===== config.mk =====
export PLATFORM = sky130hd
export DESIGN_NAME = sd_card_spi_host_sequencer_core
export DESIGN_NICKNAME = d
export VERILOG_FILES = /design/src/design/sdspi_pkg.sv /design/src/design/sd_card_spi_host_sequencer_core.sv
export SDC_FILE = /design/constraint.sdc
export NUM_CORES = 1
export LEC_CHECK = 0
export BUFFER_PORTS_ARGS = -buffer_cell sky130_fd_sc_hd__buf_2
export CORE_MARGIN = 1
export CORE_UTILIZATION = 30
export DETAILED_ROUTE_END_ITERATION = 8
export GPL_TIMING_DRIVEN = 0
export RECOVER_POWER = 100
export SYNTH_ARGS = -nofsm -noshare
export SYNTH_HDL_FRONTEND = slang
export SYNTH_SLANG_ARGS = --single-unit

===== constraint.sdc =====
create_clock -name clk -period 5.1 [get_ports clk]
set_input_delay 1.02 -clock clk [delete_from_list [all_inputs] [get_ports clk]]
set_output_delay 1.02 -clock clk [all_outputs]
set_load 0.03 [all_outputs]

===== src/design/sdspi_pkg.sv =====
// ----------------------------------------------------------------------------
// sdspi_pkg
// Shared types and constants for the SD card SPI-mode host sequencer.
// ----------------------------------------------------------------------------
package sdspi_pkg;

  // block geometry
  localparam int SECTOR_BYTES   = 512;
  localparam int RESPONSE_POLLS = 9;
  localparam int WAKE_BYTES     = 10;

  localparam int SECTOR_SHIFT = $clog2(SECTOR_BYTES);
  localparam int BC_W         = $clog2(SECTOR_BYTES + 1);

  // field widths
  localparam int SECTOR_W = 23;
  localparam int ADDR_W   = 32;
  localparam int RETRY_W  = 16;
  localparam int CMD_W    = 6;
  localparam int CFG_IDX_W  = 3;
  localparam int CFG_DATA_W = 16;

  // configuration register indexes
  localparam logic [CFG_IDX_W-1:0] CFG_INIT_RETRY  = 3'd0;
  localparam logic [CFG_IDX_W-1:0] CFG_TOKEN_WAIT  = 3'd1;
  localparam logic [CFG_IDX_W-1:0] CFG_BUSY_WAIT   = 3'd2;
  localparam logic [CFG_IDX_W-1:0] CFG_START_TOKEN = 3'd3;
  localparam logic [CFG_IDX_W-1:0] CFG_ACCEPT_CODE = 3'd4;

  // item kinds
  localparam logic [1:0] KIND_INIT  = 2'd0;
  localparam logic [1:0] KIND_READ  = 2'd1;
  localparam logic [1:0] KIND_WRITE = 2'd2;
  localparam logic [1:0] KIND_XCHG  = 2'd3;

  // pending operation codes
  localparam logic [1:0] OP_NONE  = 2'd0;
  localparam logic [1:0] OP_INIT  = 2'd1;
  localparam logic [1:0] OP_READ  = 2'd2;
  localparam logic [1:0] OP_WRITE = 2'd3;

  // card commands
  localparam logic [CMD_W-1:0] CMD_GO_IDLE    = 6'd0;
  localparam logic [CMD_W-1:0] CMD_SEND_OP    = 6'd1;
  localparam logic [CMD_W-1:0] CMD_READ_SECT  = 6'd17;
  localparam logic [CMD_W-1:0] CMD_WRITE_SECT = 6'd24;

  // completion status codes
  localparam logic [2:0] ST_OK            = 3'd0;
  localparam logic [2:0] ST_NOT_IDLE      = 3'd1;
  localparam logic [2:0] ST_INIT_TIMEOUT  = 3'd2;
  localparam logic [2:0] ST_CMD_REJECTED  = 3'd3;
  localparam logic [2:0] ST_TOKEN_TIMEOUT = 3'd4;
  localparam logic [2:0] ST_DATA_REJECTED = 3'd5;
  localparam logic [2:0] ST_BUSY_TIMEOUT  = 3'd6;

  // bus byte values
  localparam logic [7:0] CMD_PREFIX = 8'h40;
  localparam logic [7:0] FRAME_CRC  = 8'h95;
  localparam logic [7:0] IDLE_BYTE  = 8'hFF;
  localparam logic [7:0] R1_IDLE    = 8'h01;

  // sequencer phases
  typedef enum logic [3:0] {
    PH_IDLE   = 4'd0,
    PH_WAKE   = 4'd1,
    PH_FRAME  = 4'd2,
    PH_POLL   = 4'd3,
    PH_TOKEN  = 4'd4,
    PH_RDATA  = 4'd5,
    PH_RCRC   = 4'd6,
    PH_WTOKEN = 4'd7,
    PH_WDATA  = 4'd8,
    PH_WCRC   = 4'd9,
    PH_WRESP  = 4'd10,
    PH_WBUSY  = 4'd11,
    PH_DESEL  = 4'd12,
    PH_NEXT   = 4'd13
  } phase_t;

endpackage


===== src/design/sd_card_spi_host_sequencer_core.sv =====
// ----------------------------------------------------------------------------
// sd_card_spi_host_sequencer_core
// Host-side SD card SPI-mode sequencer: init, read-sector and write-sector
// requests and per-byte exchange updates, one result per item.
// ----------------------------------------------------------------------------
// result: each item's result is registered in the output register as its input is taken
// throughput: one item per cycle unless m_tready stalls the output; the phase update
//   is a single pass of logic between the sequencer state and the result register
// reset: rst clears the phase to idle, counters and address to zero, the
//   held response to 0xFF, config registers to their defaults, output empty
module sd_card_spi_host_sequencer_core (
  input  logic        clk,
  input  logic        rst,
  // input stream
  input  logic        s_tvalid,
  output logic        s_tready,
  input  logic [39:0] s_tdata,   // sector[22:0], rx_byte[30:23], write_byte[38:31], zero
  input  logic [1:0]  s_tuser,   // kind[1:0]
  // result stream
  output logic        m_tvalid,
  input  logic        m_tready,
  output logic [31:0] m_tdata,   // tx_byte[7:0], tx_valid[8], card_selected[9],
                                 // fast_clock[10], read_byte[18:11], read_valid[19],
                                 // done_res[20], status[23:21], response_code[31:24]
  // configuration write port
  input  logic                            cfg_we,
  input  logic [sdspi_pkg::CFG_IDX_W-1:0]  cfg_index,
  input  logic [sdspi_pkg::CFG_DATA_W-1:0] cfg_data
);

  // configuration registers
  logic [sdspi_pkg::RETRY_W-1:0] init_retry_limit;
  logic [sdspi_pkg::RETRY_W-1:0] token_wait_limit;
  logic [sdspi_pkg::RETRY_W-1:0] busy_wait_limit;
  logic [7:0]                    start_token;
  logic [3:0]                    accept_code;

  // sequencer state
  sdspi_pkg::phase_t              phase, phase_next;
  logic [sdspi_pkg::BC_W-1:0]     byte_count, byte_count_next;
  logic [sdspi_pkg::RETRY_W-1:0]  retry_count, retry_count_next;
  logic [sdspi_pkg::ADDR_W-1:0]   card_address, card_address_next;
  logic [sdspi_pkg::CMD_W-1:0]    command_code, command_code_next;
  logic [7:0]                     last_response, last_response_next;
  logic                           fast_mode, fast_mode_next;
  logic [1:0]                     pending_op, pending_op_next;

  // input fields
  logic [1:0]                     kind;
  logic [sdspi_pkg::SECTOR_W-1:0] sector;
  logic [7:0]                     rx_byte;
  logic [7:0]                     write_byte;

  // result fields
  logic [7:0] tx_byte;
  logic       tx_valid;
  logic       card_selected;
  logic [7:0] read_byte;
  logic       read_valid;
  logic       done_res;
  logic [2:0] status;
  logic       active;

  logic [sdspi_pkg::BC_W-1:0]    bc_inc;
  logic [sdspi_pkg::RETRY_W-1:0] retry_inc;
  logic                          in_xfer;

  assign kind       = s_tuser;
  assign sector     = s_tdata[22:0];
  assign rx_byte    = s_tdata[30:23];
  assign write_byte = s_tdata[38:31];

  assign s_tready = !m_tvalid || m_tready;
  assign in_xfer  = s_tvalid && s_tready;

  assign bc_inc    = byte_count + sdspi_pkg::BC_W'(1);
  assign retry_inc = retry_count + sdspi_pkg::RETRY_W'(1);

  // configuration writes
  always_ff @(posedge clk) begin
    if (rst) begin
      init_retry_limit <= 16'd10000;
      token_wait_limit <= 16'd10000;
      busy_wait_limit  <= 16'hFFFF;
      start_token      <= 8'hFE;
      accept_code      <= 4'h5;
    end else if (cfg_we) begin
      unique case (cfg_index)
        sdspi_pkg::CFG_INIT_RETRY:  init_retry_limit <= cfg_data;
        sdspi_pkg::CFG_TOKEN_WAIT:  token_wait_limit <= cfg_data;
        sdspi_pkg::CFG_BUSY_WAIT:   busy_wait_limit  <= cfg_data;
        sdspi_pkg::CFG_START_TOKEN: start_token      <= cfg_data[7:0];
        sdspi_pkg::CFG_ACCEPT_CODE: accept_code      <= cfg_data[3:0];
        default: ;
      endcase
    end
  end

  // next state for one item
  always_comb begin
    phase_next         = phase;
    byte_count_next    = byte_count;
    retry_count_next   = retry_count;
    card_address_next  = card_address;
    command_code_next  = command_code;
    last_response_next = last_response;
    fast_mode_next     = fast_mode;
    pending_op_next    = pending_op;
    active             = 1'b0;
    read_byte          = 8'h00;
    read_valid         = 1'b0;
    done_res           = 1'b0;
    status             = sdspi_pkg::ST_OK;

    if (kind != sdspi_pkg::KIND_XCHG) begin
      // new request, started only while idle; otherwise it is accepted and ignored
      if (phase == sdspi_pkg::PH_IDLE) begin
        active             = 1'b1;
        retry_count_next   = '0;
        last_response_next = sdspi_pkg::IDLE_BYTE;
        byte_count_next    = '0;
        if (kind == sdspi_pkg::KIND_INIT) begin
          pending_op_next   = sdspi_pkg::OP_INIT;
          fast_mode_next    = 1'b0;
          card_address_next = '0;
          phase_next        = sdspi_pkg::PH_WAKE;
        end else begin
          card_address_next = {sector, sdspi_pkg::SECTOR_SHIFT'(0)};
          phase_next        = sdspi_pkg::PH_FRAME;
          if (kind == sdspi_pkg::KIND_READ) begin
            pending_op_next   = sdspi_pkg::OP_READ;
            command_code_next = sdspi_pkg::CMD_READ_SECT;
          end else begin
            pending_op_next   = sdspi_pkg::OP_WRITE;
            command_code_next = sdspi_pkg::CMD_WRITE_SECT;
          end
        end
      end
    end else if (phase != sdspi_pkg::PH_IDLE) begin
      active = 1'b1;
      unique case (phase)
        sdspi_pkg::PH_WAKE: begin
          byte_count_next = bc_inc;
          if (bc_inc >= sdspi_pkg::BC_W'(sdspi_pkg::WAKE_BYTES + 1)) begin
            command_code_next = sdspi_pkg::CMD_GO_IDLE;
            phase_next        = sdspi_pkg::PH_FRAME;
            byte_count_next   = '0;
          end
        end
        sdspi_pkg::PH_FRAME: begin
          byte_count_next = bc_inc;
          if (bc_inc >= sdspi_pkg::BC_W'(6)) begin
            phase_next      = sdspi_pkg::PH_POLL;
            byte_count_next = '0;
          end
        end
        sdspi_pkg::PH_POLL: begin
          last_response_next = rx_byte;
          byte_count_next    = bc_inc;
          if (rx_byte != sdspi_pkg::IDLE_BYTE ||
              bc_inc >= sdspi_pkg::BC_W'(sdspi_pkg::RESPONSE_POLLS)) begin
            // response decode per command
            priority if (command_code == sdspi_pkg::CMD_GO_IDLE) begin
              if (rx_byte != sdspi_pkg::R1_IDLE) begin
                phase_next      = sdspi_pkg::PH_DESEL;
                byte_count_next = sdspi_pkg::BC_W'(sdspi_pkg::ST_NOT_IDLE);
              end else begin
                phase_next = sdspi_pkg::PH_NEXT;
              end
            end else if (command_code == sdspi_pkg::CMD_SEND_OP) begin
              retry_count_next = retry_inc;
              if (rx_byte == 8'h00) begin
                phase_next      = sdspi_pkg::PH_DESEL;
                byte_count_next = sdspi_pkg::BC_W'(sdspi_pkg::ST_OK);
              end else if (retry_inc >= init_retry_limit) begin
                phase_next      = sdspi_pkg::PH_DESEL;
                byte_count_next = sdspi_pkg::BC_W'(sdspi_pkg::ST_INIT_TIMEOUT);
              end else begin
                phase_next = sdspi_pkg::PH_NEXT;
              end
            end else if (command_code == sdspi_pkg::CMD_READ_SECT) begin
              if (rx_byte == 8'h00) begin
                phase_next       = sdspi_pkg::PH_TOKEN;
                retry_count_next = '0;
              end else begin
                phase_next      = sdspi_pkg::PH_DESEL;
                byte_count_next = sdspi_pkg::BC_W'(sdspi_pkg::ST_CMD_REJECTED);
              end
            end else begin
              if (rx_byte == 8'h00) begin
                phase_next = sdspi_pkg::PH_WTOKEN;
              end else begin
                phase_next      = sdspi_pkg::PH_DESEL;
                byte_count_next = sdspi_pkg::BC_W'(sdspi_pkg::ST_CMD_REJECTED);
              end
            end
          end
        end
        sdspi_pkg::PH_NEXT: begin
          card_address_next = '0;
          command_code_next = sdspi_pkg::CMD_SEND_OP;
          phase_next        = sdspi_pkg::PH_FRAME;
          byte_count_next   = '0;
        end
        sdspi_pkg::PH_TOKEN: begin
          last_response_next = rx_byte;
          retry_count_next   = retry_inc;
          if (rx_byte == start_token) begin
            phase_next      = sdspi_pkg::PH_RDATA;
            byte_count_next = '0;
          end else if (retry_inc >= token_wait_limit) begin
            phase_next      = sdspi_pkg::PH_DESEL;
            byte_count_next = sdspi_pkg::BC_W'(sdspi_pkg::ST_TOKEN_TIMEOUT);
          end
        end
        sdspi_pkg::PH_RDATA: begin
          read_byte       = rx_byte;
          read_valid      = 1'b1;
          byte_count_next = bc_inc;
          if (bc_inc >= sdspi_pkg::BC_W'(sdspi_pkg::SECTOR_BYTES)) begin
            phase_next      = sdspi_pkg::PH_RCRC;
            byte_count_next = '0;
          end
        end
        sdspi_pkg::PH_RCRC: begin
          byte_count_next = bc_inc;
          if (bc_inc >= sdspi_pkg::BC_W'(2)) begin
            phase_next      = sdspi_pkg::PH_DESEL;
            byte_count_next = sdspi_pkg::BC_W'(sdspi_pkg::ST_OK);
          end
        end
        sdspi_pkg::PH_WTOKEN: begin
          phase_next      = sdspi_pkg::PH_WDATA;
          byte_count_next = '0;
        end
        sdspi_pkg::PH_WDATA: begin
          byte_count_next = bc_inc;
          if (bc_inc >= sdspi_pkg::BC_W'(sdspi_pkg::SECTOR_BYTES)) begin
            phase_next      = sdspi_pkg::PH_WCRC;
            byte_count_next = '0;
          end
        end
        sdspi_pkg::PH_WCRC: begin
          byte_count_next = bc_inc;
          if (bc_inc >= sdspi_pkg::BC_W'(2)) begin
            phase_next = sdspi_pkg::PH_WRESP;
          end
        end
        sdspi_pkg::PH_WRESP: begin
          last_response_next = rx_byte;
          if (rx_byte[3:0] == accept_code) begin
            phase_next       = sdspi_pkg::PH_WBUSY;
            retry_count_next = '0;
          end else begin
            phase_next      = sdspi_pkg::PH_DESEL;
            byte_count_next = sdspi_pkg::BC_W'(sdspi_pkg::ST_DATA_REJECTED);
          end
        end
        sdspi_pkg::PH_WBUSY: begin
          last_response_next = rx_byte;
          retry_count_next   = retry_inc;
          if (rx_byte != 8'h00) begin
            phase_next      = sdspi_pkg::PH_DESEL;
            byte_count_next = sdspi_pkg::BC_W'(sdspi_pkg::ST_OK);
          end else if (retry_inc >= busy_wait_limit) begin
            phase_next      = sdspi_pkg::PH_DESEL;
            byte_count_next = sdspi_pkg::BC_W'(sdspi_pkg::ST_BUSY_TIMEOUT);
          end
        end
        sdspi_pkg::PH_DESEL: begin
          // byte counter carries the status during the final deselect
          status = byte_count[2:0];
          if (pending_op == sdspi_pkg::OP_INIT && status == sdspi_pkg::ST_OK) begin
            fast_mode_next = 1'b1;
          end
          done_res        = 1'b1;
          phase_next      = sdspi_pkg::PH_IDLE;
          byte_count_next = '0;
          pending_op_next = sdspi_pkg::OP_NONE;
        end
        default: begin
          phase_next      = sdspi_pkg::PH_IDLE;
          byte_count_next = '0;
          pending_op_next = sdspi_pkg::OP_NONE;
        end
      endcase
    end
  end

  // byte to send for the phase just entered
  always_comb begin
    tx_byte       = 8'h00;
    tx_valid      = 1'b0;
    card_selected = 1'b0;
    if (active && phase_next != sdspi_pkg::PH_IDLE) begin
      tx_valid      = 1'b1;
      card_selected = 1'b1;
      tx_byte       = sdspi_pkg::IDLE_BYTE;
      unique case (phase_next)
        sdspi_pkg::PH_WAKE, sdspi_pkg::PH_DESEL, sdspi_pkg::PH_NEXT: begin
          card_selected = 1'b0;
        end
        sdspi_pkg::PH_FRAME: begin
          unique case (byte_count_next[2:0])
            3'd0:    tx_byte = sdspi_pkg::CMD_PREFIX | {2'b00, command_code_next};
            3'd1:    tx_byte = card_address_next[31:24];
            3'd2:    tx_byte = card_address_next[23:16];
            3'd3:    tx_byte = card_address_next[15:8];
            3'd4:    tx_byte = card_address_next[7:0];
            default: tx_byte = sdspi_pkg::FRAME_CRC;
          endcase
        end
        sdspi_pkg::PH_WTOKEN: tx_byte = start_token;
        sdspi_pkg::PH_WDATA:  tx_byte = write_byte;
        default: ;
      endcase
    end
  end

  // sequencer state registers
  always_ff @(posedge clk) begin
    if (rst) begin
      phase         <= sdspi_pkg::PH_IDLE;
      byte_count    <= '0;
      retry_count   <= '0;
      card_address  <= '0;
      command_code  <= '0;
      last_response <= sdspi_pkg::IDLE_BYTE;
      fast_mode     <= 1'b0;
      pending_op    <= sdspi_pkg::OP_NONE;
    end else if (in_xfer) begin
      phase         <= phase_next;
      byte_count    <= byte_count_next;
      retry_count   <= retry_count_next;
      card_address  <= card_address_next;
      command_code  <= command_code_next;
      last_response <= last_response_next;
      fast_mode     <= fast_mode_next;
      pending_op    <= pending_op_next;
    end
  end

  // result register
  always_ff @(posedge clk) begin
    if (rst) begin
      m_tvalid <= 1'b0;
    end else if (in_xfer) begin
      m_tvalid <= 1'b1;
    end else if (m_tready) begin
      m_tvalid <= 1'b0;
    end
  end

  always_ff @(posedge clk) begin
    if (in_xfer) begin
      m_tdata <= {last_response_next, status, done_res, read_valid, read_byte,
                  fast_mode_next, card_selected, tx_valid, tx_byte};
    end
  end

  // a finished request leaves no exchange pending
  assert property (@(posedge clk) disable iff (rst)
    m_tvalid && m_tdata[20] |-> !m_tdata[8])
    else $error("done result also asks for an exchange");

  // sector data is always followed by another exchange
  assert property (@(posedge clk) disable iff (rst)
    m_tvalid && m_tdata[19] |-> m_tdata[8] && m_tdata[9])
    else $error("read data without a following exchange");

  // fast clock is switched on only when a deselect completes
  assert property (@(posedge clk) disable iff (rst)
    $rose(fast_mode) |-> $past(phase) == sdspi_pkg::PH_DESEL)
    else $error("fast clock set outside final deselect");

  // idle phase leaves no count or pending operation behind
  assert property (@(posedge clk) disable iff (rst)
    phase == sdspi_pkg::PH_IDLE |-> byte_count == '0 && pending_op == sdspi_pkg::OP_NONE)
    else $error("idle with stale counter or pending op");

endmodule

* Word-level counts from Yosys, hierarchy flattened
Index checks and enable logic that the tools add are counted.
Storage, ports and cells: output and inout port bits 34, flip-flop bits (word level) 172, word-level logic and storage cells 208, bits of input ports 66
Operators by class: magnitude comparators 8, reductions and logical operators 35, muxes and demuxes 94, add/subtract/negate cells 2, bitwise gates (word level) 3, eq/ne operators 46
Operator list (count):
- 10-bit 2-to-1 mux | 19
- 32-bit 2-to-1 mux | 5
- 16-bit 2-to-1 mux | 9
- 10-bit case mux with 9 select lines | 1
- 4-bit 2-to-1 mux | 20
- 16-bit >= comparator | 3
- 16-bit case mux with 3 select lines | 1
- 4-bit case mux with 12 select lines | 1
- 8-bit case mux with 5 select lines | 1
- 4-bit == test, second input constant | 9
- 8-bit 2-to-1 mux | 4
- 6-bit 2-to-1 mux | 5
- 8-bit case mux with 3 select lines | 1
- 4-bit by 3-bit == test with 1-bit output, second input constant | 5
- 10-bit by 4-bit >= comparator with 1-bit output, second input constant | 2
- 1-bit 2-to-1 mux | 19
- 16-bit by 1-bit adder with 16-bit output, second input constant | 1
- 4-bit inequality test, second input constant | 4
- 3-bit by 2-bit == test with 1-bit output, second input constant | 4
- 4-bit by 2-bit == test with 1-bit output, second input constant | 3
- 2-bit 2-to-1 mux | 6
- 3-bit inequality test, second input constant | 4
- 6-bit case mux with 2 select lines | 1
- 4-bit nonzero test | 3
- other kinds (36) | 57

* Depth between registers and ports, before layout
Gate-level depths: netlist of run 1.
depth after elaboration 13, gate-level depth with buffers 23, mapped depth without buffers 21

* Worst setup path before layout of run 1
OpenSTA, ideal clock, no wires.
path kind register -> register, start register retry_count[3] in the netlist's numbering, end register m_tdata[1] (data pin), library setup time 0.278 ns, stages on the path, launching flop included 20, path slack 0.592 ns, path buffers 1, data required time 4.822 ns, period minus slack after synthesis 4.508 ns, arrival time 4.230 ns, cells stage by stage dfxtp_1 > nand3_1 > nor3_1 > nand3_1 > nor2_1 > nand3_1 > or2_2 > xnor2_1 > ha_1 > nand4_1 > nor3_1 > or3_1 > a211oi_1 > a21oi_1 > o41ai_2 > nand2_1 > or3_1 > buf_2 > o22ai_1 > o32ai_1
Between the ends: cells in the longest elaborated chain, start to end 13, elaborated cells on any way between the ends 40, classes of those cells add/sub (1); order compare (3); eq/ne (7); mux (26); reduce/logical (3)
Ends and longest elaborated chain:
- start, declared | line sd_card_spi_host_sequencer_core.sv:41 | logic [sdspi_pkg::RETRY_W-1:0] retry_count, retry_count_next;
- start signal, assigned | line sd_card_spi_host_sequencer_core.sv:334 | retry_count <= retry_count_next;
- 16-bit by 1-bit adder with 16-bit output * | line sd_card_spi_host_sequencer_core.sv:77 | assign retry_inc = retry_count + sdspi_pkg::RETRY_W'(1);
- 16-bit >= comparator | line sd_card_spi_host_sequencer_core.sv:175 | end else if (retry_inc >= init_retry_limit) begin
- 10-bit 2-to-1 mux | line sd_card_spi_host_sequencer_core.sv:175
- 10-bit 2-to-1 mux | line sd_card_spi_host_sequencer_core.sv:172 | if (rx_byte == 8'h00) begin
- 10-bit 2-to-1 mux | line sd_card_spi_host_sequencer_core.sv:170 | end else if (command_code == sdspi_pkg::CMD_SEND_OP) begin
- 10-bit 2-to-1 mux | line sd_card_spi_host_sequencer_core.sv:163 | priority if (command_code == sdspi_pkg::CMD_GO_IDLE) begin
- 10-bit 2-to-1 mux | line sd_card_spi_host_sequencer_core.sv:160 | if (rx_byte != sdspi_pkg::IDLE_BYTE ||
- 10-bit case mux with 9 select lines | line sd_card_spi_host_sequencer_core.sv:141 | unique case (phase)
- 10-bit 2-to-1 mux | line sd_card_spi_host_sequencer_core.sv:139 | end else if (phase != sdspi_pkg::PH_IDLE) begin
- 10-bit 2-to-1 mux | line sd_card_spi_host_sequencer_core.sv:115 | if (kind != sdspi_pkg::KIND_XCHG) begin
- 3-bit == test (tied with other cells) | line sd_card_spi_host_sequencer_core.sv:304 | unique case (byte_count_next[2:0])
- 8-bit case mux with 5 select lines | line sd_card_spi_host_sequencer_core.sv:304
- 8-bit case mux with 3 select lines | line sd_card_spi_host_sequencer_core.sv:299 | unique case (phase_next)
- end signal, assigned | line sd_card_spi_host_sequencer_core.sv:356 | m_tdata <= {last_response_next, status, done_res, read_valid, read_byte,
- end, declared | line sd_card_spi_host_sequencer_core.sv:22 | output logic [31:0] m_tdata,
Every way passes the cells marked *; elsewhere a longest branch is shown, timed or not. The select of a mux whose other input is x is not followed. A chain may end at the register's enable or synchronous reset.

* Final worst setup path of run 1
start register retry_count[3] in the netlist's numbering, end register m_tdata[6] (data pin)
Same word-level chain as after synthesis.

==> run metrics, run 1 <==
Critical-path top delay cell=a211oi_4; DRC violation total after the first TritonRoute iteration=799; Final Cell Area=0.0120 sq mm; nets=1487; register area share after synthesis=0.372; Detailed Route WL=33.5 mm; Setup Skew=0.0146 ns; initial core utilization=0.308; initial antenna violation count=0; total power=3.30 mW; Worst EP arrival=5.11 ns; Yosys reg bits=172; Port Buf Inserts=94; max_cap viols=1; largest fanout on the critical path=10; mux share of post-synthesis cell area=0.00495; pin count of the biggest net entering global routing=38; Crit path max-delay family=compound AO/OA/AOI/OAI gates; total gr overflow=0; asr flop ratio synth=0; diode count=0; fraction of the mapped netlist area in simple logic gates=0.236; Util after Layout=0.366; CP Launch Type=flip-flop; setup violators final=0; post-layout min period=4.93 ns; distinct cell type count after synthesis=82; Clock Path Buffers=2; syn_nets=1370; first-pass GRT wire length=50.9 mm; Die X=186 microns; dpl hpwl=25.3 mm; Post-Syn Area=0.0101 sq mm; Worst Tran Pin Value=2.02 ns; TritonRoute pass-1 iters=6; post-route ant nets=0; Pleak=4.68 nW; io pins=100; die area=0.0345 sq mm; Mapped Avg Cell Area=8.13 sq um; fillers=3480; EDFF count, synth=32; number of buffers and inverters on the critical path=4; crit-path cells=nand3_2, nor3_4, nand2_1, nor2_4, nand3_2, inv_2, nand3_4, nor2_4, xor2_2, buf_4, ha_1, nand4_1, nor3_1, or3_1, a211oi_4, a21o_1, o311ai_4, o211a_1, buf_4, buf_6, a21oi_1, o21ai_1, a211oi_2, o22ai_2; dominant synthesized flop cell=dfxtp_1; Worst setup EP type=flip-flop; DP Area=0.0112 sq mm; Vias/cell=5.33; vias in the first global route=8996; Yosys warning count=0; clock tree from TritonCTS=done; CTS sink cnt=172; Req. time, crit path=5.28 ns; share of layout cells above drive strength 1=0.128; main combinational cell family by area after synthesis=simple AND/OR/NAND/NOR gates; unrepaired setup endpoints after global routing=yes; vias=9677; Post-Synth Adder-Cell Area=0.0742; WS Path Type=flip-flop to flip-flop; Reg clk slew, reported paths=0.07 ns; Final GP Congestion=0.937; Fmax achieved=0.203 GHz; Compound-Gate Fraction of Synth Area=0.231; maximum vdd ir drop=0.250 mV; failing checks=max-capacitance violations, max-slew violations; status=finished with violations; DR DRC count=0; Area Growth Syn to Fin=19.0%; Post-Synth XOR/XNOR Area=0.0268; gr usage total=0.197; Final Max Tran Viols=38; final hold vios=0; slew margin rel.=-0.346; Largest stage delay, worst path=0.43 ns; Root Driver=clkbuf_16; worst skew pair latency=0.46 ns; Worst Hold Class=flip-flop to flip-flop; die height=186 microns; H-tree depth=4; cells after synthesis=1244; # rows=66; core footprint=0.0329 sq mm; Power Density=274 mW/mm^2; TritonCTS Buffers=17; period utilisation layout=0.967; wire length per cell=18.5 microns
metal layers:
metal	vias to the layer above	wire, microns	share of wire	global-route usage
li1	4684	-	-	-
met2	293	16400	0.49	0.338
met5	-	0	0	0
met1	4647	14500	0.43	0.245
met3	53	1680	0.050	0.0305
met4	0	976	0.029	0.0780
Yosys cell counts (10+ instances only):
cell,instances,area [sq um]
clkbuf_1,59,221
a21oi_1,97,485
o22ai_1,13,81.3
xor2_1,12,105
and2_1,28,175
dfxtp_1,140,2800
xnor2_1,19,166
nand2_1,150,563
nand4_1,17,106
and3_1,14,87.6
ha_1,60,751
a211o_1,31,272
nor2_1,151,567
nor3_1,28,140
edfxtp_1,32,961
a211oi_1,13,97.6
nand3_1,43,215
o21bai_1,10,75.1
a22oi_1,35,263
o21ai_0,36,180
inv_1,63,236
repair_timing:
item	in CTS	in global routing
setup buffers	2	1
pin swaps	8	13
hold buffers	0	0
hold endpoints to repair	0	0
setup endpoints to repair	19	14
gates resized for setup	36	31
state kept, by name, summed over array words and instances, names as in the netlist:
name / flops
accept_code: 4
busy_wait_limit: 16
byte_count: 10
card_address: 32
command_code: 6
fast_mode: 1
init_retry_limit: 16
last_response: 8
m_tdata: 32
m_tvalid: 1
pending_op: 2
phase: 4
retry_count: 16
start_token: 8
token_wait_limit: 16
worst paths after layout:
path                        from              to  slack [ns]  depth (start not counted)
setup reg to reg  retry_count[3]      m_tdata[6]        0.17                         24
hold reg to reg   retry_count[6]  retry_count[6]        0.45                          2
hold / removal    retry_count[6]  retry_count[6]        0.45                          2
setup / recovery  retry_count[3]      m_tdata[6]        0.17                         24
per-stage QoR:
| step | hold slack (ns) | instances | setup slack [ns] | setup TNS [ns] |
|---|---|---|---|---|
| 2_1_floorplan | 0.430 | 1244 | 0.592 | 0 |
| 3_3_place_gp | 0.443 | 1780 | -0.988 | -10.41 |
| 3_5_place_dp | 0.443 | 1781 | -0.999 | -10.43 |
| 4_1_cts | 0.454 | 1815 | 0.0299 | 0 |
| 5_1_grt | 0.475 | 1816 | -0.0281 | -0.0489 |
| 6_report | 0.454 | 1816 | 0.166 | 0 |
power breakdown:
part,internal [mW],switching [mW],total [mW]
clock,0.657,0.605,1.26
combinational,0.178,0.403,0.581
sequential,1.44,0.0246,1.46
total,2.27,1.03,3.30
cell type report:
cell class / instances / area (sq um) / area share
inverters: 66 / 248 / 0.0206
clock inverters: 11 / 81.3 / 0.00676
multi-input cells: 932 / 6160 / 0.512
repair buffers: 98 / 450 / 0.0374
clock buffers: 21 / 462 / 0.0384
well taps: 442 / 553 / 0.0460
plain buffers: 74 / 313 / 0.0260
flip-flops and latches: 172 / 3770 / 0.313
worst register-to-register path, delay by kind of cell, from the launching register on:
family	cells	cell delay [ns]
xor+xnor	1	0.14
fa+ha+maj	1	0.24
buf+inv	4	0.60
compound gates	8	1.76
flops	1	0.39
simple gates	10	1.56
logic make-up (layout without fill, tap and decap cells):
group | Yosys count | after routing
AOI/OAI and AO/OA | 333 | 333
xor gates and xnor gates | 31 | 31
adders and majority gates | 60 | 60
buffers and inverters | 140 | 270
DFF | 172 | 172
muxes | 5 | 5
and+or+nand+nor | 503 | 503
layout by cell type (no fill, tap or decap), drive strengths merged, types with 10 or more instances in the layout:
cell type,synthesis,routed
xor2,12,12
ha,60,60
nand4,18,18
a31oi,10,10
nor3,28,28
a211o,31,31
o21ai,45,45
a211oi,13,13
buf,15,75
o22ai,13,13
o211ai,11,11
a21oi,97,97
edfxtp,32,32
and3,14,14
nand3,44,44
clkbuf,59,118
nand2,150,150
and2,29,29
inv,65,71
a22oi,35,35
xnor2,19,19
dfxtp,140,140
nor2,153,153
o21bai,10,10
Power figures use the tool's default switching activity.
==> inputs of run 2 (changes only) <==
PLACE_DENSITY = 0.57   (was default)
==> run 2 against run 1 <==
Compared with the run above:
- the run still ends with max-capacitance violations, max-slew violations left
- final area up 0.84%
- power up 4.6%
- critical path type unchanged
- clock power up 11%
- worst setup slack worse by 0.051 ns
- core utilization up 0.31 points
- flip-flop and latch count unchanged
- wire length up 3.2%
- die area unchanged
- worst hold slack worse by 0.0019 ns
- combinational power up 2%
- critical endpoint is now m_tdata[3]
- clock skew about the same
- maximum frequency down 1.0%
- largest power group unchanged
==> run metrics, run 2 (synthesis gave the netlist of run 1 again) <==
status=finished with violations; failing checks=max-capacitance violations, max-slew violations; Worst Tran Pin Value=2.00 ns; first-pass GRT wire length=52.3 mm; Sw Share=0.289; crit-path cells=nand3_2, nor3_2, nand3_1, nor2_2, nand3_2, or2_2, xnor2_4, ha_1, nand4_1, nor3_1, or3_1, a211oi_4, buf_4, a21o_1, or3_1, o21a_2, or3_1, buf_4, o22ai_4, o32ai_2; core footprint=0.0329 sq mm; Net Sw Power=1000 uW; Cell Int Power=2.46 mW; max_cap viols=1; TritonCTS Buffers=17; TritonRoute pass-1 iters=5; initial core utilization=0.308; most frequent cells in the layout=nand2_1 (150), nor2_1 (148), dfxtp_1 (136); Worst R2R Path Depth=20; post-layout min period=4.98 ns; Post-Place Setup Slack=-1.34 ns; Pleak=4.71 nW; Reg clk slew, reported paths=0.07 ns; sequential standard cell area=0.00377 sq mm; total gr overflow=0; post-route ant nets=0; WS Path Type=flip-flop to flip-flop; Port Buf Inserts=94; commonest non-fill, non-tap cell in the layout=nand2_1; Largest stage delay, worst path=0.41 ns; Root Driver=clkbuf_16; gr usage total=0.203; nets=1488; clock tree from TritonCTS=done; slew margin rel.=-0.332; wire length per cell=19.1 microns; RR Endpoint=m_tdata[3]; Util after Layout=0.369; Clock Path Buffers=2; Worst Hold Class=flip-flop to flip-flop; H-tree depth=4; final hold vios=0; Comb pwr share=0.171; CTS sink cnt=172; clock network power share=0.406; largest fanout on the critical path=8; pin count of the biggest net entering global routing=39; dpl hpwl=26.0 mm; Die X=186 microns; CP endpoint=m_tdata[3]; Critical-path top delay cell=or3_1; biggest regs=card_address: 32 flops, m_tdata: 32 flops; period utilisation layout=0.977; Vias/cell=5.33; worst skew pair latency=0.45 ns; Worst setup EP type=flip-flop; share of layout cells above drive strength 1=0.129; Critical Path Source=retry_count[4]; # rows=66; Power Density=285 mW/mm^2; Final GP Congestion=0.949; initial antenna violation count=0; Detailed Route WL=34.6 mm; fillers=3505; die area=0.0345 sq mm; DRC violation total after the first TritonRoute iteration=797; setup violators final=0; WHS=0.452 ns; r2r startpoint=retry_count[4]; vias=9674; Fmax achieved=0.201 GHz; diode count=0; Worst EP arrival=5.14 ns; Area Growth Syn to Fin=20.0%; io pins=100; Setup Skew=0.0144 ns; vias in the first global route=8901; most used cell, CP=or3_1; Non-Filler Instances=1816; Final Max Tran Viols=39; Hold Buf Count CTS=0; CP Launch Type=flip-flop; multi-input logic area=0.00615 sq mm; die height=186 microns; final setup margin=0.115 ns; Seq pwr share=0.423; maximum vdd ir drop=0.230 mV; R2R Setup Slk=0.12 ns; Req. time, crit path=5.26 ns; DP Cell Count=1781; DR DRC count=0
## run 2: cell count changes in the layout (fill, tap and decap cells not counted), moves of 3 or more
cell       change
inv_4          -3
bufinv_16      +3
o22ai_2        -4
o22ai_4        +5
clkbuf_8       +3
buf_4          +3
## run 2: cell type report
cell class	instances	share of cell area
sequential	172	0.311
clock inverter	8	0.0106
multi-input combinational	932	0.507
timing repair buffer	100	0.0384
tap	442	0.0456
clock buffer	23	0.0411
buffer	73	0.0259
inverter	66	0.0204
## run 2: how the worst min path moves through the flow
| stage | start | endpoint | cells past startpoint |
|---|---|---|---|
| final | retry_count[7] | retry_count[7] | 2 |
| after floorplan | card_address[6] | card_address[6] | 1 |
| after global placement | retry_count[7] | retry_count[7] | 2 |
| after detailed placement | token_wait_limit[14] | token_wait_limit[14] | 2 |
| after CTS | retry_count[7] | retry_count[7] | 2 |
| after global routing | retry_count[7] | retry_count[7] | 2 |
## run 2: worst max-delay path: cells and delay by family (launching register included)
family	cells	cell delay, ns
and+or+nand+nor	11	2.44
DFF	1	0.37
AOI/OAI and AO/OA	5	0.95
buffers and inverters	2	0.41
adders and majority gates	1	0.31
xor gates and xnor gates	1	0.20
## run 2: through the flow
stage / power [mW] / setup TNS (ns) / cell area, sq um
floorplan: 1.84 / 0 / 10100
global placement: 2.05 / -15.36 / 11100
detailed placement: 2.05 / -16.30 / 11200
CTS: 3.47 / 0 / 12100
global route: 3.59 / -0.327 / 12100
finish: 3.46 / 0 / 12100
## run 2: timing repair
item,CTS,global route
pin swaps,4,12
gates cloned,0,0
endpoints found under the setup margin,21,14
resized for setup,45,29
buffers inserted,2,3
## run 2: metal layers
metal  track usage  wire length (microns)  up-vias
li1              -                      -     4689
met1         0.273                  16100     4651
met2         0.321                  15700      297
met3        0.0317                   1770       37
met4        0.0836                   1020        0
met5             0                      0        -
## run 2: power by group through the flow
| stage | Clock, mW | Combinational (mW) | Sequential [mW] |
|---|---|---|---|
| floorplan | 0 | 0.322 | 1.52 |
| global placement | 0 | 0.558 | 1.49 |
| detailed placement | 0 | 0.560 | 1.49 |
| CTS | 1.44 | 0.579 | 1.46 |
| global route | 1.49 | 0.636 | 1.47 |
| finish | 1.40 | 0.592 | 1.46 |
==> inputs of run 3 (changes only) <==
==> constraint.sdc (replaced) <==
create_clock -name clk -period 5.1 [get_ports clk]
set_input_delay 0.51 -clock clk [delete_from_list [all_inputs] [get_ports clk]]
set_output_delay 0.51 -clock clk [all_outputs]
set_load 0.03 [all_outputs]
==> run 3 against run 2 <==
Compared with the run above:
- the run still ends with max-capacitance violations, max-slew violations left
- clock power is essentially flat
- maximum frequency is 0.26% higher
- first-iteration DRC count is 0.13% lower
- critical path depth stayed put
- worst setup slack improved by 0.013 ns
- clock skew is 0.00067 ns lower
- core utilization did not move
- non-clock buffer count stayed put
- register-to-register slack hardly changed
- global-route usage stayed put
- via count fell by 0.33%
- final cell count stayed put
- critical path type unchanged
- largest power group unchanged
- highest routed layer unchanged
==> run metrics, run 3 (synthesis gave the netlist of run 1 again) <==
status=finished with violations; failing checks=max-capacitance violations, max-slew violations; Port Buf Inserts=94; fillers=3504; total gr overflow=0; wire length per cell=19.1 microns; TritonCTS Buffers=17; core footprint=0.0329 sq mm; Non-Filler Instances=1816; Util after Layout=0.369; Req. time, crit path=5.26 ns; most used cell, CP=or3_1; Worst Tran Pin Value=2.01 ns; post-route ant nets=0; die height=186 microns; post-layout min period=4.97 ns; final setup margin=0.128 ns; crit-path cells=nand3_2, nor3_2, nand3_1, nor2_2, nand3_2, or2_2, xnor2_4, ha_1, nand4_1, nor3_1, or3_1, a211oi_4, buf_4, a21o_1, or3_1, o21a_2, or3_1, buf_4, o22ai_4, o32ai_2; Root Driver=clkbuf_16; Final GP Congestion=0.949; WHS=0.296 ns; io pins=100; initial antenna violation count=0; Area Growth Syn to Fin=20.0%; gr usage total=0.203; Detailed Route WL=34.6 mm; Worst Hold Class=primary input to flip-flop; share of layout cells above drive strength 1=0.129; H-tree depth=4; vias in the first global route=8901; number of buffers and inverters on the critical path=2; commonest non-fill, non-tap cell in the layout=nand2_1; Power Density=285 mW/mm^2; setup TNS=0 ns; total power=3.46 mW; Post-Place Setup Slack=-1.34 ns; Crit path max-delay family=simple AND/OR/NAND/NOR gates; Pleak=4.71 nW; Worst setup EP type=flip-flop; worst skew pair latency=0.45 ns; largest fanout on the critical path=8; Fmax achieved=0.201 GHz; Die X=186 microns; vias=9642; CTS sink cnt=172; Clock Path Buffers=2; dpl hpwl=26.0 mm; Final Max Tran Viols=39; max_cap viols=1; die area=0.0345 sq mm; WS Path Type=flip-flop to flip-flop; Final Cell Area=0.0121 sq mm; Critical-path top delay cell=or3_1; Hold Buf Count CTS=0; Worst EP arrival=5.13 ns; CP Launch Type=flip-flop; Vias/cell=5.31; TritonRoute pass-1 iters=5; DP Cell Count=1781; Setup Skew=0.0137 ns; initial core utilization=0.308; final hold vios=0; pin count of the biggest net entering global routing=39; most frequent cells in the layout=nand2_1 (150), nor2_1 (148), dfxtp_1 (136); Reg clk slew, reported paths=0.07 ns; first-pass GRT wire length=52.3 mm; period utilisation layout=0.975; maximum vdd ir drop=0.230 mV; setup violators final=0; nets=1488; diode count=0; biggest regs=card_address: 32 flops, m_tdata: 32 flops; DP Area=0.0112 sq mm; slew margin rel.=-0.339; DRC violation total after the first TritonRoute iteration=796; # rows=66; Largest stage delay, worst path=0.41 ns; DR DRC count=0; clock tree from TritonCTS=done
## run 3: cell counts in the layout (fill, tap and decap cells not counted)
No cell type changed its count.
## run 3: layer usage
layer  GRT usage  part of all wire  vias up
met5           0                 0        -
met4      0.0836             0.030        0
met3      0.0317             0.055       39
met2       0.321              0.46      295
met1       0.273              0.46     4625
li1            -                 -     4683
## run 3: cell type report
cell class | count | area (sq um) | share of cell area
tap | 442 | 553 | 0.0456
clock buffer | 23 | 499 | 0.0411
clock inverter | 8 | 129 | 0.0106
sequential | 172 | 3770 | 0.311
buffer | 73 | 313 | 0.0258
multi-input combinational | 932 | 6150 | 0.507
timing repair buffer | 100 | 467 | 0.0385
inverter | 66 | 248 | 0.0204
## run 3: worst paths after layout
path,start,end,slack (ns),cells after the start
max,retry_count[4],m_tdata[3],0.13,20
min,cfg_data[13],init_retry_limit[13],0.30,2
min reg2reg,retry_count[7],retry_count[7],0.45,2
max reg2reg,retry_count[4],m_tdata[3],0.13,20
## run 3: power breakdown
group / switching (mW) / internal (mW) / total (mW)
clock: 0.562 / 0.841 / 1.40
combinational: 0.411 / 0.181 / 0.592
sequential: 0.0257 / 1.44 / 1.46
total: 0.999 / 2.46 / 3.46
## run 3: repair_timing
item                                    in CTS  in global routing
endpoints found under the hold margin        0                  0
endpoints found under the setup margin      21                 14
pin swaps                                    4                 12
setup buffers                                2                  3
gates cloned                                 0                  0
resized for setup                           45                 29
